### src/design/akpr_pkg.sv
package akpr_pkg;

    // ARX state geometry
    localparam int unsigned WORD_BITS = 32;
    localparam int unsigned NUM_WORDS = 4;

    // Coefficient format: Q0.15 magnitude, Q1.15 signed after quadrant folding
    localparam int unsigned FRAC_BITS     = 15;
    localparam int unsigned COEF_MAG_BITS = 15;
    localparam int unsigned COEF_BITS     = COEF_MAG_BITS + 1;
    localparam int unsigned Q30_BITS      = 30;
    localparam int unsigned TAYLOR_ORDER  = 14;
    localparam logic [63:0] PI_HALF_Q30   = 64'd1686629713;
    localparam logic [COEF_MAG_BITS-1:0] Q15_MAX = '1;

    // Configuration index width
    localparam int unsigned CFG_IDX_BITS = 2;

    typedef logic [WORD_BITS-1:0] t_word;
    typedef logic [NUM_WORDS-1:0][WORD_BITS-1:0] t_words;

    localparam t_words SEED_RESET = {32'h6b206574, 32'h79203233,
                                     32'h3320646e, 32'h61707865};

    typedef enum logic [CFG_IDX_BITS-1:0] {
        REG_SEED_0,
        REG_SEED_1,
        REG_SEED_2,
        REG_SEED_3
    } t_cfg_reg;

    typedef enum logic [1:0] {
        QUAD_0,
        QUAD_1,
        QUAD_2,
        QUAD_3
    } t_quad;

    function automatic t_word rotl32(t_word x, int unsigned s);
        return (x << s) | (x >> (WORD_BITS - s));
    endfunction

    // One quarter round over the four words
    function automatic t_words arx_round(t_words w);
        t_word a;
        t_word b;
        t_word c;
        t_word d;
        t_words res;
        a = w[0];
        b = w[1];
        c = w[2];
        d = w[3];
        a = a + b; d = d ^ a; d = rotl32(d, 16);
        c = c + d; b = b ^ c; b = rotl32(b, 12);
        a = a + b; d = d ^ a; d = rotl32(d, 8);
        c = c + d; b = b ^ c; b = rotl32(b, 7);
        res[0] = a;
        res[1] = b;
        res[2] = c;
        res[3] = d;
        return res;
    endfunction

    // Q2.30 to a Q0.15 magnitude, round half up, clamp to [0, 1)
    function automatic logic [COEF_MAG_BITS-1:0] q30_to_q15(logic signed [63:0] v);
        logic signed [63:0] x;
        if (v < 0) begin
            return '0;
        end
        x = (v + 64'sd16384) >>> FRAC_BITS;
        if (x > 64'sd32767) begin
            return Q15_MAX;
        end
        return x[COEF_MAG_BITS-1:0];
    endfunction

    // Elaboration-time Taylor series for cos/sin of one first-quadrant step.
    // Returns {cos, sin} as Q0.15 magnitudes.
    function automatic logic [2*COEF_MAG_BITS-1:0] taylor_coef(int unsigned r,
                                                               int unsigned pb);
        logic [63:0] t;
        logic [63:0] term;
        logic signed [63:0] cacc;
        logic signed [63:0] sacc;
        logic [COEF_MAG_BITS-1:0] c;
        logic [COEF_MAG_BITS-1:0] s;
        t    = (64'(r) * PI_HALF_Q30) >> (pb - 2);
        term = 64'd1 << Q30_BITS;
        cacc = $signed(term);
        sacc = '0;
        for (int k = 1; k <= TAYLOR_ORDER; k++) begin
            term = ((term * t) >> Q30_BITS) / 64'(k);
            if (k[0]) begin
                if (k[1]) sacc = sacc - $signed(term);
                else      sacc = sacc + $signed(term);
            end else begin
                if (k[1]) cacc = cacc - $signed(term);
                else      cacc = cacc + $signed(term);
            end
        end
        c = q30_to_q15(cacc);
        s = q30_to_q15(sacc);
        return {c, s};
    endfunction

endpackage

### src/design/akpr_if.sv
interface akpr_sym_in_if #(
    parameter int SAMPLE_BITS = 16
);
    logic                          valid;
    logic                          ready;
    logic signed [SAMPLE_BITS-1:0] symbol_i;
    logic signed [SAMPLE_BITS-1:0] symbol_q;
    logic                          frame_start;

    modport source (output valid, output symbol_i, output symbol_q,
                    output frame_start, input ready);
    modport sink   (input valid, input symbol_i, input symbol_q,
                    input frame_start, output ready);
endinterface

interface akpr_sym_out_if #(
    parameter int SAMPLE_BITS = 16
);
    logic                          valid;
    logic                          ready;
    logic signed [SAMPLE_BITS-1:0] rotated_i;
    logic signed [SAMPLE_BITS-1:0] rotated_q;

    modport source (output valid, output rotated_i, output rotated_q, input ready);
    modport sink   (input valid, input rotated_i, input rotated_q, output ready);
endinterface

interface akpr_cfg_if
    import akpr_pkg::*;
();
    logic                    valid;
    logic                    ready;
    logic [CFG_IDX_BITS-1:0] index;
    logic [WORD_BITS-1:0]    data;

    modport source (output valid, output index, output data, input ready);
    modport sink   (input valid, input index, input data, output ready);
endinterface

### src/design/arx_keyed_phase_rotator.sv
// Channel   Direction  Transaction contents
// i_sym     in         symbol_i, symbol_q (signed), frame_start
// o_rot     out        rotated_i, rotated_q (signed, rounded, saturated)
// i_cfg     in         index (seed word 0..3), data (32-bit seed)
//
// One symbol per clock sustained while the output is not stalled; each symbol
// passes through the phase, coefficient, product and round/saturate registers.
// The quarter round on the ARX words completes in the accepting cycle.
// Synchronous active-low reset restores seeds and ARX words to defaults.
// A stalled output holds; upstream stages keep filling until all are full.
// Configuration writes are always taken.
module arx_keyed_phase_rotator
    import akpr_pkg::*;
#(
    parameter int PHASE_BITS  = 10,
    parameter int SAMPLE_BITS = 16
) (
    input  logic            i_clk,
    input  logic            i_rst_n,
    akpr_sym_in_if.sink     i_sym,
    akpr_sym_out_if.source  o_rot,
    akpr_cfg_if.sink        i_cfg
);

    localparam int FRAC_W = PHASE_BITS - 2;
    localparam int QUART  = 1 << FRAC_W;
    localparam int PROD_W = SAMPLE_BITS + COEF_BITS;
    localparam int ACC_W  = PROD_W + 1;
    localparam int Q_W    = ACC_W - FRAC_BITS;
    localparam logic signed [ACC_W-1:0] ROUND_HALF = ACC_W'(1 << (FRAC_BITS - 1));
    localparam logic signed [Q_W-1:0]   SAT_HI     = Q_W'((1 << (SAMPLE_BITS - 1)) - 1);
    localparam logic signed [Q_W-1:0]   SAT_LO     = -SAT_HI - Q_W'(1);

    // Seed registers and running ARX state
    t_words r_seed;
    t_words r_words;
    t_words n_words;

    // Pipeline registers
    logic                          r_v1;
    logic [PHASE_BITS-1:0]         r_p1;
    logic signed [SAMPLE_BITS-1:0] r_i1;
    logic signed [SAMPLE_BITS-1:0] r_q1;

    logic                          r_v2;
    logic signed [COEF_BITS-1:0]   r_cs2;
    logic signed [COEF_BITS-1:0]   r_sn2;
    logic signed [SAMPLE_BITS-1:0] r_i2;
    logic signed [SAMPLE_BITS-1:0] r_q2;

    logic                          r_v3;
    logic signed [PROD_W-1:0]      r_ic3;
    logic signed [PROD_W-1:0]      r_qs3;
    logic signed [PROD_W-1:0]      r_is3;
    logic signed [PROD_W-1:0]      r_qc3;

    logic                          r_vo;
    logic signed [SAMPLE_BITS-1:0] r_ri;
    logic signed [SAMPLE_BITS-1:0] r_rq;

    // Handshake
    logic rdy_o;
    logic rdy3;
    logic rdy2;
    logic rdy1;
    logic in_acc;

    // Coefficient path
    logic [COEF_MAG_BITS-1:0]    cos_lut [QUART];
    logic [COEF_MAG_BITS-1:0]    sin_lut [QUART];
    t_quad                       quad;
    logic [FRAC_W-1:0]           frac;
    logic signed [COEF_BITS-1:0] c_val;
    logic signed [COEF_BITS-1:0] s_val;
    logic signed [COEF_BITS-1:0] n_cs;
    logic signed [COEF_BITS-1:0] n_sn;

    // Products and results
    logic signed [PROD_W-1:0]      n_ic;
    logic signed [PROD_W-1:0]      n_qs;
    logic signed [PROD_W-1:0]      n_is;
    logic signed [PROD_W-1:0]      n_qc;
    logic signed [SAMPLE_BITS-1:0] n_ri;
    logic signed [SAMPLE_BITS-1:0] n_rq;

    function automatic logic signed [SAMPLE_BITS-1:0] round_sat(
        logic signed [ACC_W-1:0] acc
    );
        logic signed [ACC_W-1:0] x;
        logic signed [Q_W-1:0]   q;
        x = acc + ROUND_HALF;
        q = Q_W'(x >>> FRAC_BITS);
        priority if (q > SAT_HI) return SAT_HI[SAMPLE_BITS-1:0];
        else if (q < SAT_LO)     return SAT_LO[SAMPLE_BITS-1:0];
        else                     return q[SAMPLE_BITS-1:0];
    endfunction

    // Build the first-quadrant cos/sin table at elaboration
    for (genvar g = 0; g < QUART; g++) begin : g_lut
        localparam logic [2*COEF_MAG_BITS-1:0] CS = taylor_coef(g, PHASE_BITS);
        assign cos_lut[g] = CS[2*COEF_MAG_BITS-1 -: COEF_MAG_BITS];
        assign sin_lut[g] = CS[COEF_MAG_BITS-1:0];
    end

    // Ready chain: each stage moves when the next one has room
    assign rdy_o       = !r_vo || o_rot.ready;
    assign rdy3        = !r_v3 || rdy_o;
    assign rdy2        = !r_v2 || rdy3;
    assign rdy1        = !r_v1 || rdy2;
    assign in_acc      = i_sym.valid && rdy1;
    assign i_sym.ready = rdy1;
    assign i_cfg.ready = 1'b1;

    assign o_rot.valid     = r_vo;
    assign o_rot.rotated_i = r_ri;
    assign o_rot.rotated_q = r_rq;

    // Quarter round on the seeds at frame start, else on the running words
    assign n_words = arx_round(i_sym.frame_start ? r_seed : r_words);

    // Hold seeds; take configuration writes
    always_ff @(posedge i_clk) begin
        if (!i_rst_n) begin
            r_seed <= SEED_RESET;
        end else if (i_cfg.valid) begin
            unique case (t_cfg_reg'(i_cfg.index))
                REG_SEED_0: r_seed[0] <= i_cfg.data;
                REG_SEED_1: r_seed[1] <= i_cfg.data;
                REG_SEED_2: r_seed[2] <= i_cfg.data;
                REG_SEED_3: r_seed[3] <= i_cfg.data;
                default:    r_seed    <= r_seed;
            endcase
        end
    end

    // Advance ARX state once per accepted transaction
    always_ff @(posedge i_clk) begin
        if (!i_rst_n) begin
            r_words <= SEED_RESET;
        end else if (in_acc) begin
            r_words <= n_words;
        end
    end

    // Look up the quadrant coefficients and fold by quadrant
    always_comb begin
        quad  = t_quad'(r_p1[PHASE_BITS-1 -: 2]);
        frac  = r_p1[FRAC_W-1:0];
        c_val = $signed({1'b0, cos_lut[frac]});
        s_val = $signed({1'b0, sin_lut[frac]});
        unique case (quad)
            QUAD_0: begin n_cs = c_val;  n_sn = s_val;  end
            QUAD_1: begin n_cs = -s_val; n_sn = c_val;  end
            QUAD_2: begin n_cs = -c_val; n_sn = -s_val; end
            QUAD_3: begin n_cs = s_val;  n_sn = -c_val; end
            default: begin n_cs = c_val; n_sn = s_val;  end
        endcase
    end

    // Four partial products
    always_comb begin
        n_ic = r_i2 * r_cs2;
        n_qs = r_q2 * r_sn2;
        n_is = r_i2 * r_sn2;
        n_qc = r_q2 * r_cs2;
    end

    // Combine, round and saturate
    always_comb begin
        n_ri = round_sat(ACC_W'(r_ic3) - ACC_W'(r_qs3));
        n_rq = round_sat(ACC_W'(r_is3) + ACC_W'(r_qc3));
    end

    // Stage valid bits
    always_ff @(posedge i_clk) begin
        if (!i_rst_n) begin
            r_v1 <= 1'b0;
            r_v2 <= 1'b0;
            r_v3 <= 1'b0;
            r_vo <= 1'b0;
        end else begin
            if (rdy1)  r_v1 <= in_acc;
            if (rdy2)  r_v2 <= r_v1;
            if (rdy3)  r_v3 <= r_v2;
            if (rdy_o) r_vo <= r_v3;
        end
    end

    // Stage payloads
    always_ff @(posedge i_clk) begin
        if (in_acc) begin
            r_p1 <= n_words[0][WORD_BITS-1 -: PHASE_BITS];
            r_i1 <= i_sym.symbol_i;
            r_q1 <= i_sym.symbol_q;
        end
        if (r_v1 && rdy2) begin
            r_cs2 <= n_cs;
            r_sn2 <= n_sn;
            r_i2  <= r_i1;
            r_q2  <= r_q1;
        end
        if (r_v2 && rdy3) begin
            r_ic3 <= n_ic;
            r_qs3 <= n_qs;
            r_is3 <= n_is;
            r_qc3 <= n_qc;
        end
        if (r_v3 && rdy_o) begin
            r_ri <= n_ri;
            r_rq <= n_rq;
        end
    end

endmodule

### src/flat_wrapper.sv
// flat-port wrapper written by rule: the top's interface ports become plain ports
module arx_keyed_phase_rotator_flat import akpr_pkg::*;
#(
    parameter int PHASE_BITS  = 10,
    parameter int SAMPLE_BITS = 16
)
  (i_clk, i_rst_n, i_sym_valid, i_sym_symbol_i, i_sym_symbol_q, i_sym_frame_start, i_sym_ready, o_rot_valid, o_rot_rotated_i, o_rot_rotated_q, o_rot_ready, i_cfg_valid, i_cfg_index, i_cfg_data, i_cfg_ready);
  akpr_sym_in_if #(.SAMPLE_BITS(SAMPLE_BITS)) i_sym_i ();
  akpr_sym_out_if #(.SAMPLE_BITS(SAMPLE_BITS)) o_rot_i ();
  akpr_cfg_if i_cfg_i ();
  input  logic i_clk;
  input  logic i_rst_n;
  input wire logic [$bits(i_sym_i.valid)-1:0] i_sym_valid;
  input wire logic [$bits(i_sym_i.symbol_i)-1:0] i_sym_symbol_i;
  input wire logic [$bits(i_sym_i.symbol_q)-1:0] i_sym_symbol_q;
  input wire logic [$bits(i_sym_i.frame_start)-1:0] i_sym_frame_start;
  output wire logic [$bits(i_sym_i.ready)-1:0] i_sym_ready;
  output wire logic [$bits(o_rot_i.valid)-1:0] o_rot_valid;
  output wire logic [$bits(o_rot_i.rotated_i)-1:0] o_rot_rotated_i;
  output wire logic [$bits(o_rot_i.rotated_q)-1:0] o_rot_rotated_q;
  input wire logic [$bits(o_rot_i.ready)-1:0] o_rot_ready;
  input wire logic [$bits(i_cfg_i.valid)-1:0] i_cfg_valid;
  input wire logic [$bits(i_cfg_i.index)-1:0] i_cfg_index;
  input wire logic [$bits(i_cfg_i.data)-1:0] i_cfg_data;
  output wire logic [$bits(i_cfg_i.ready)-1:0] i_cfg_ready;
  assign i_sym_i.valid = i_sym_valid;
  assign i_sym_i.symbol_i = i_sym_symbol_i;
  assign i_sym_i.symbol_q = i_sym_symbol_q;
  assign i_sym_i.frame_start = i_sym_frame_start;
  assign i_sym_ready = i_sym_i.ready;
  assign o_rot_valid = o_rot_i.valid;
  assign o_rot_rotated_i = o_rot_i.rotated_i;
  assign o_rot_rotated_q = o_rot_i.rotated_q;
  assign o_rot_i.ready = o_rot_ready;
  assign i_cfg_i.valid = i_cfg_valid;
  assign i_cfg_i.index = i_cfg_index;
  assign i_cfg_i.data = i_cfg_data;
  assign i_cfg_ready = i_cfg_i.ready;
  arx_keyed_phase_rotator #(.PHASE_BITS(PHASE_BITS), .SAMPLE_BITS(SAMPLE_BITS)) u_core (.i_clk(i_clk), .i_rst_n(i_rst_n), .i_sym(i_sym_i), .o_rot(o_rot_i), .i_cfg(i_cfg_i));
endmodule
### config.mk
export PLATFORM = sky130hd
export DESIGN_NAME = arx_keyed_phase_rotator_flat
export DESIGN_NICKNAME = d
export VERILOG_FILES = /design/src/design/akpr_pkg.sv /design/src/design/akpr_if.sv /design/src/design/arx_keyed_phase_rotator.sv /design/src/flat_wrapper.sv
export SDC_FILE = /design/constraint.sdc
export NUM_CORES = 2
export LEC_CHECK = 0
export ABC_CLOCK_PERIOD_IN_PS = 29600
export BUFFER_PORTS_ARGS = -buffer_cell sky130_fd_sc_hd__clkbuf_2
export CORE_UTILIZATION = 46
export DETAILED_ROUTE_END_ITERATION = 16
export GPL_TIMING_DRIVEN = 0
export PLACE_DENSITY_LB_ADDON = 0.2
export SLEW_MARGIN = 20
export SYNTH_ARGS = -nofsm -noshare
export SYNTH_HDL_FRONTEND = slang
export SYNTH_SLANG_ARGS = --single-unit
### constraint.sdc
create_clock -name i_clk -period 29.6 [get_ports i_clk]
set_input_delay 1.48 -clock i_clk [delete_from_list [all_inputs] [get_ports i_clk]]
set_output_delay 1.48 -clock i_clk [all_outputs]
set_load 0.02 [all_outputs]
* After elaboration in Yosys (flattened, before gate mapping) *
Memories as Yosys holds them, arrays and structs flattened.
Cells that the tools add are included.

storage, ports and cells
  register bits after elaboration = 526
  memories kept = 2
  bits in read-only memories = 7680

memory list
  memory            words  bits a word  read ports  clocked after Yosys merged registers in  write ports  line                            text
  (name not given)  256    15           1           0                                        0            arx_keyed_phase_rotator.sv:150  s_val = $signed({1'b0, sin_lut[frac]});
  (name not given)  256    15           1           0                                        0            arx_keyed_phase_rotator.sv:149  c_val = $signed({1'b0, cos_lut[frac]});

cells by class
  add/subtract/negate cells = 10
  bitwise gates (word level) = 9
  multiplexer cells = 9
  magnitude comparators = 5
  $mul = 4
  reduce and logical (&&, ||, !) cells = 18
  equal/unequal tests = 6

operators by type and width
  operator                  number
  $add A32 B32 Y32          4
  $mul A16 B16 Y32          4
  $mux W128                 1
  $pmux W16 S4              2
  $xor A32 B32 Y32          4
  $add A33 B16 Y33 const B  2
  $mux W15                  4
  $gt A18 B16 Y1 const B    2
  $lt A18 B16 Y1 const B    2
  $add A32 B32 Y33          1
  $sub A32 B32 Y33          1
  $mux W16                  2
  $neg A15 Y16              2
  $or A32 B12 Y32           1
  $or A32 B16 Y32           1
  $or A32 B7 Y32            1
  $or A32 B8 Y32            1
  $ge A9 B9 Y1 const B      1
  $not A8 Y9                1
  $eq A2 B2 Y1 const B      4
  $reduce_and A2 Y1         4
  $eq A2 B1 Y1 const B      2
  $logic_and A1 B1 Y1       4
  $logic_not A1 Y1          4
  2 further kinds           6

* Depth between registers and ports, before layout *
  depth in word-level cells = 13
  depth in mapped cells = 65
  mapped depth without buffers = 56

* Worst setup path after synthesis *
OpenSTA, ideal clock, no wires.

  path kind = input -> register
  start point = input i_sym_frame_start
  end point = register u_core.r_words[38] (netlist bit)
  path buffers = 8
  arrival time = 15.718 ns
  cell stages on the path = 61
  setup time = 0.120 ns
  setup slack = 13.762 ns
  cell sequence = clkbuf_1 buf_2 buf_1 clkbuf_1 clkbuf_1 buf_1 clkbuf_1 clkbuf_1 mux2_2 ha_1 fa_1 a211o_1 a21o_1 a211oi_2 o31ai_1 xor2_1 xnor2_1 ha_1 [25 not listed] xnor3_1 ha_1 a21o_1 a2111oi_0 o311a_1 o31a_1 a22oi_1 a21oi_1 a21oi_1 a41oi_1 nand2_1 nand2_1 o2111ai_1 a21oi_1 xnor2_1 xnor3_1 xnor2_1 a211o_1

RTL lines
  item                  line                            text
  start, declared       flat_wrapper.sv:16              input wire logic [$bits(i_sym_i.frame_start)-1:0] i_sym_frame_start;
  end signal, assigned  arx_keyed_phase_rotator.sv:141  r_words <= n_words;
  end, declared         arx_keyed_phase_rotator.sv:36   t_words r_words;

==> results.yml <==
grt:
  grt_pass1_wl_um: 487000
  grt_pass1_vias: 68013
  overflow: 0
  grtUsageTotal_pct: 41.1
  grt_start_max_net_pins: 30
  antenna_found_initial: 21
synth:
  synth-edff-count: 266
  synth_cell_types: 102
  async_reset_ff_share_pct: 0
  netlist_area_um2: 76400
  syn-instance-count: 8675
  yosysWarnings: 0
  seq_area_frac_synth_pct: 17.3
  syn_avg_cell_area_um2: 8.80
  synthesis.nets: 10415
  ys_seq_elements: 526
  synth_flop_cell: "edfxtp_1"
setup_path:
  cp_max_fo: 10
  r2r-end: "u_core.r_words[38]"
  critPathKind: "input port to flop"
  critPathLaunchType: "input port"
  cp-end-kind: "flop"
  rr_startpoint: "u_core.r_seed[32]"
  critPathTopFamily: "compound AO/OA/AOI/OAI gates"
  crit_required_ps: 30200
  ff2ff_setup_slack_ps: 12340
  critical_path_buf_inv_count: 10
  cp_slowest_stage_delay_ps: 950
  cpMaxStageDelayCell: "xnor2_1"
  r2r_cells: 52
  critPathArrivalTime_ps: 23740
  crit_top_cell: "xnor2_1"
clock_tree:
  hold_buffers: 0
  clk_pin_slew_ps: 60
  clock_sinks: 526
  cts_tree: "yes"
  root_buffer: "clkbuf_16"
  cts_setup_buffers: 0
  clk_latency_ps: 720
  max-clock-path-buffers: 3
  numCtsBuffers: 70
  h-tree-depth: 3
  post_cts_resized: 0
place:
  io_buffers: 103
  place_inst: 10987
  gp_congestion: 1.08
  hpwl_um: 279000
  place_area_um2: 80100
timing:
  skew_ps: 59.8
  rsz0062_at_grt: "false"
  max_slew_margin_pct: 11.1
  tns_ps: 0
  period_share_pct: 78.2
  max_freq_mhz: 43.2
  period_needed_ps: 23140
  final-hold-violation-count: 0
  setup_viol: 0
  worst_pin_slew_ps: 1330
  drv_slew: 0
route:
  vias_per_cell: 6.08
  wl_met2_um: 150000
  wl_per_cell_um: 31.2
  drt_iter0_drc: 7476
  drtPass1Iterations: 6
  routed_wl_um: 347000
  ant_nets: 0
  wl_met1_um: 130000
  drc_errors: 0
  met3_length_um: 33000
  top_layer_used: "met5"
  vias: 67579
finish:
  area_growth_pct: 8.16
  final_cell_area_um2: 82600
  drive_above_1_share_pct: 5.04
  nets: 10610
  fin_cells: 11123
floorplanning:
  die_width_um: 409
  rows: 149
  start_util_pct: 46.3
  dieHeight_um: 409
  io_pins: 107
  die_area_um2: 168000
  core_area_um2: 165000
hold_path:
  whs_path_depth: 0
  hold_path_end: "u_core.r_q2[8]"
  hp-class: "flop to flop"
  min_from: "u_core.r_q1[8]"
flow_run:
  maxCapViolations: 0
status:
  status: "completed"
## registers in the layout, summed over array words and instances (netlist names)
name                    flops
u_core.r_seed             128
u_core.r_cs2               16
u_core.r_i2                16
u_core.o_rot.rotated_q     16
u_core.r_q2                16
u_core.r_v3                 1
u_core.o_rot.valid          1
u_core.r_qs3               32
u_core.r_q1                16
u_core.r_v2                 1
u_core.r_sn2               16
u_core.o_rot.rotated_i     16
u_core.r_words            128
u_core.r_p1                10
u_core.r_i1                16
u_core.r_is3               32
u_core.r_ic3               32
u_core.r_v1                 1
u_core.r_qc3               32
## layout by cell type, fill, tap and decap left out, types with 40 or more instances in the layout
cell type	instances
inv_1	1260
nand2_1	1243
fa_1	1056
ha_1	612
a21oi_1	482
and2_1	425
clkbuf_1	406
nor2_1	378
xnor2_1	298
o21ai_0	289
edfxtp_1	266
dfxtp_1	260
nand3_1	181
nor3_1	131
clkbuf_2	117
nand2b_1	115
xor2_1	110
a21o_1	90
a211oi_1	79
o211ai_1	79
mux2_2	79
mux2i_1	72
clkbuf_16	71
a31oi_1	53
nor2b_1	48
buf_1	47
o21bai_1	46
o21a_1	41
and3_1	41
or3_1	40
## synth_stat cells (all sizes together), types with 115 or more instances
cell	instances	area share, %
inv	1261	6.2
nand2	1243	6.1
fa	1056	28
ha	612	10
a21oi	484	3.2
and2	427	3.5
clkbuf	407	2.0
nor2	382	1.9
xnor2	304	3.6
o21ai	301	2.0
edfxtp	266	10
dfxtp	260	6.8
nand3	181	1.2
nor3	131	0.86
nand2b	115	0.94
## worst max path at each step
stage | start | end | slack [ps] | cells past startpoint
4_1_cts | i_sym_frame_start | u_core.r_words[38] | 7290 | 59
5_1_grt | i_sym_frame_start | u_core.r_words[38] | 5970 | 59
3_5_place_dp | i_sym_frame_start | u_core.r_words[38] | 6650 | 59
3_3_place_gp | i_sym_frame_start | u_core.r_words[38] | 6460 | 59
2_1_floorplan | i_sym_frame_start | u_core.r_words[38] | 13760 | 61
6_report | i_sym_frame_start | u_core.r_words[38] | 6460 | 59
## kinds of logic (layout without fill, tap and decap cells)
family,Yosys count,after routing,share of synthesized area (%)
AOI/OAI and AO/OA,1454,1454,12.0
DFF,526,526,17.3
xor gates and xnor gates,430,430,5.27
other,1,13,0.00491
and+or+nand+nor,2678,2678,16.2
muxes,175,175,2.82
adders and majority gates,1669,1669,37.7
buffers and inverters,1742,1989,8.62
## metrics by stage
stage	hold slack, ps	utilization, %	setup slack, ps
2_1_floorplan	400	-	13760
3_3_place_gp	401	48.3	6460
3_5_place_dp	405	48.6	6650
4_1_cts	375	50.1	7290
5_1_grt	377	50.1	5970
6_report	381	50.1	6460
## final cells by class
type | instances | area [um2]
repair buffers | 123 | 886
multi-input cells | 6407 | 56700
inverters | 1261 | 4730
diodes | 12 | 30.0
clock inverters | 36 | 594
flip-flops and latches | 526 | 13200
plain buffers | 481 | 1870
clock buffers | 88 | 1870
well taps | 2189 | 2740
fillers | 15872 | 82200
## metal layers
metal / vias up / global-route usage, %
met5: - / 0
li1: 28611 / -
met2: 3921 / 62.1
met3: 1138 / 8.61
met1: 33895 / 51.2
met4: 14 / 32.7
Power is not shown: default switching activity piles up to over one toggle a cycle in this logic, so the estimate is an artifact.
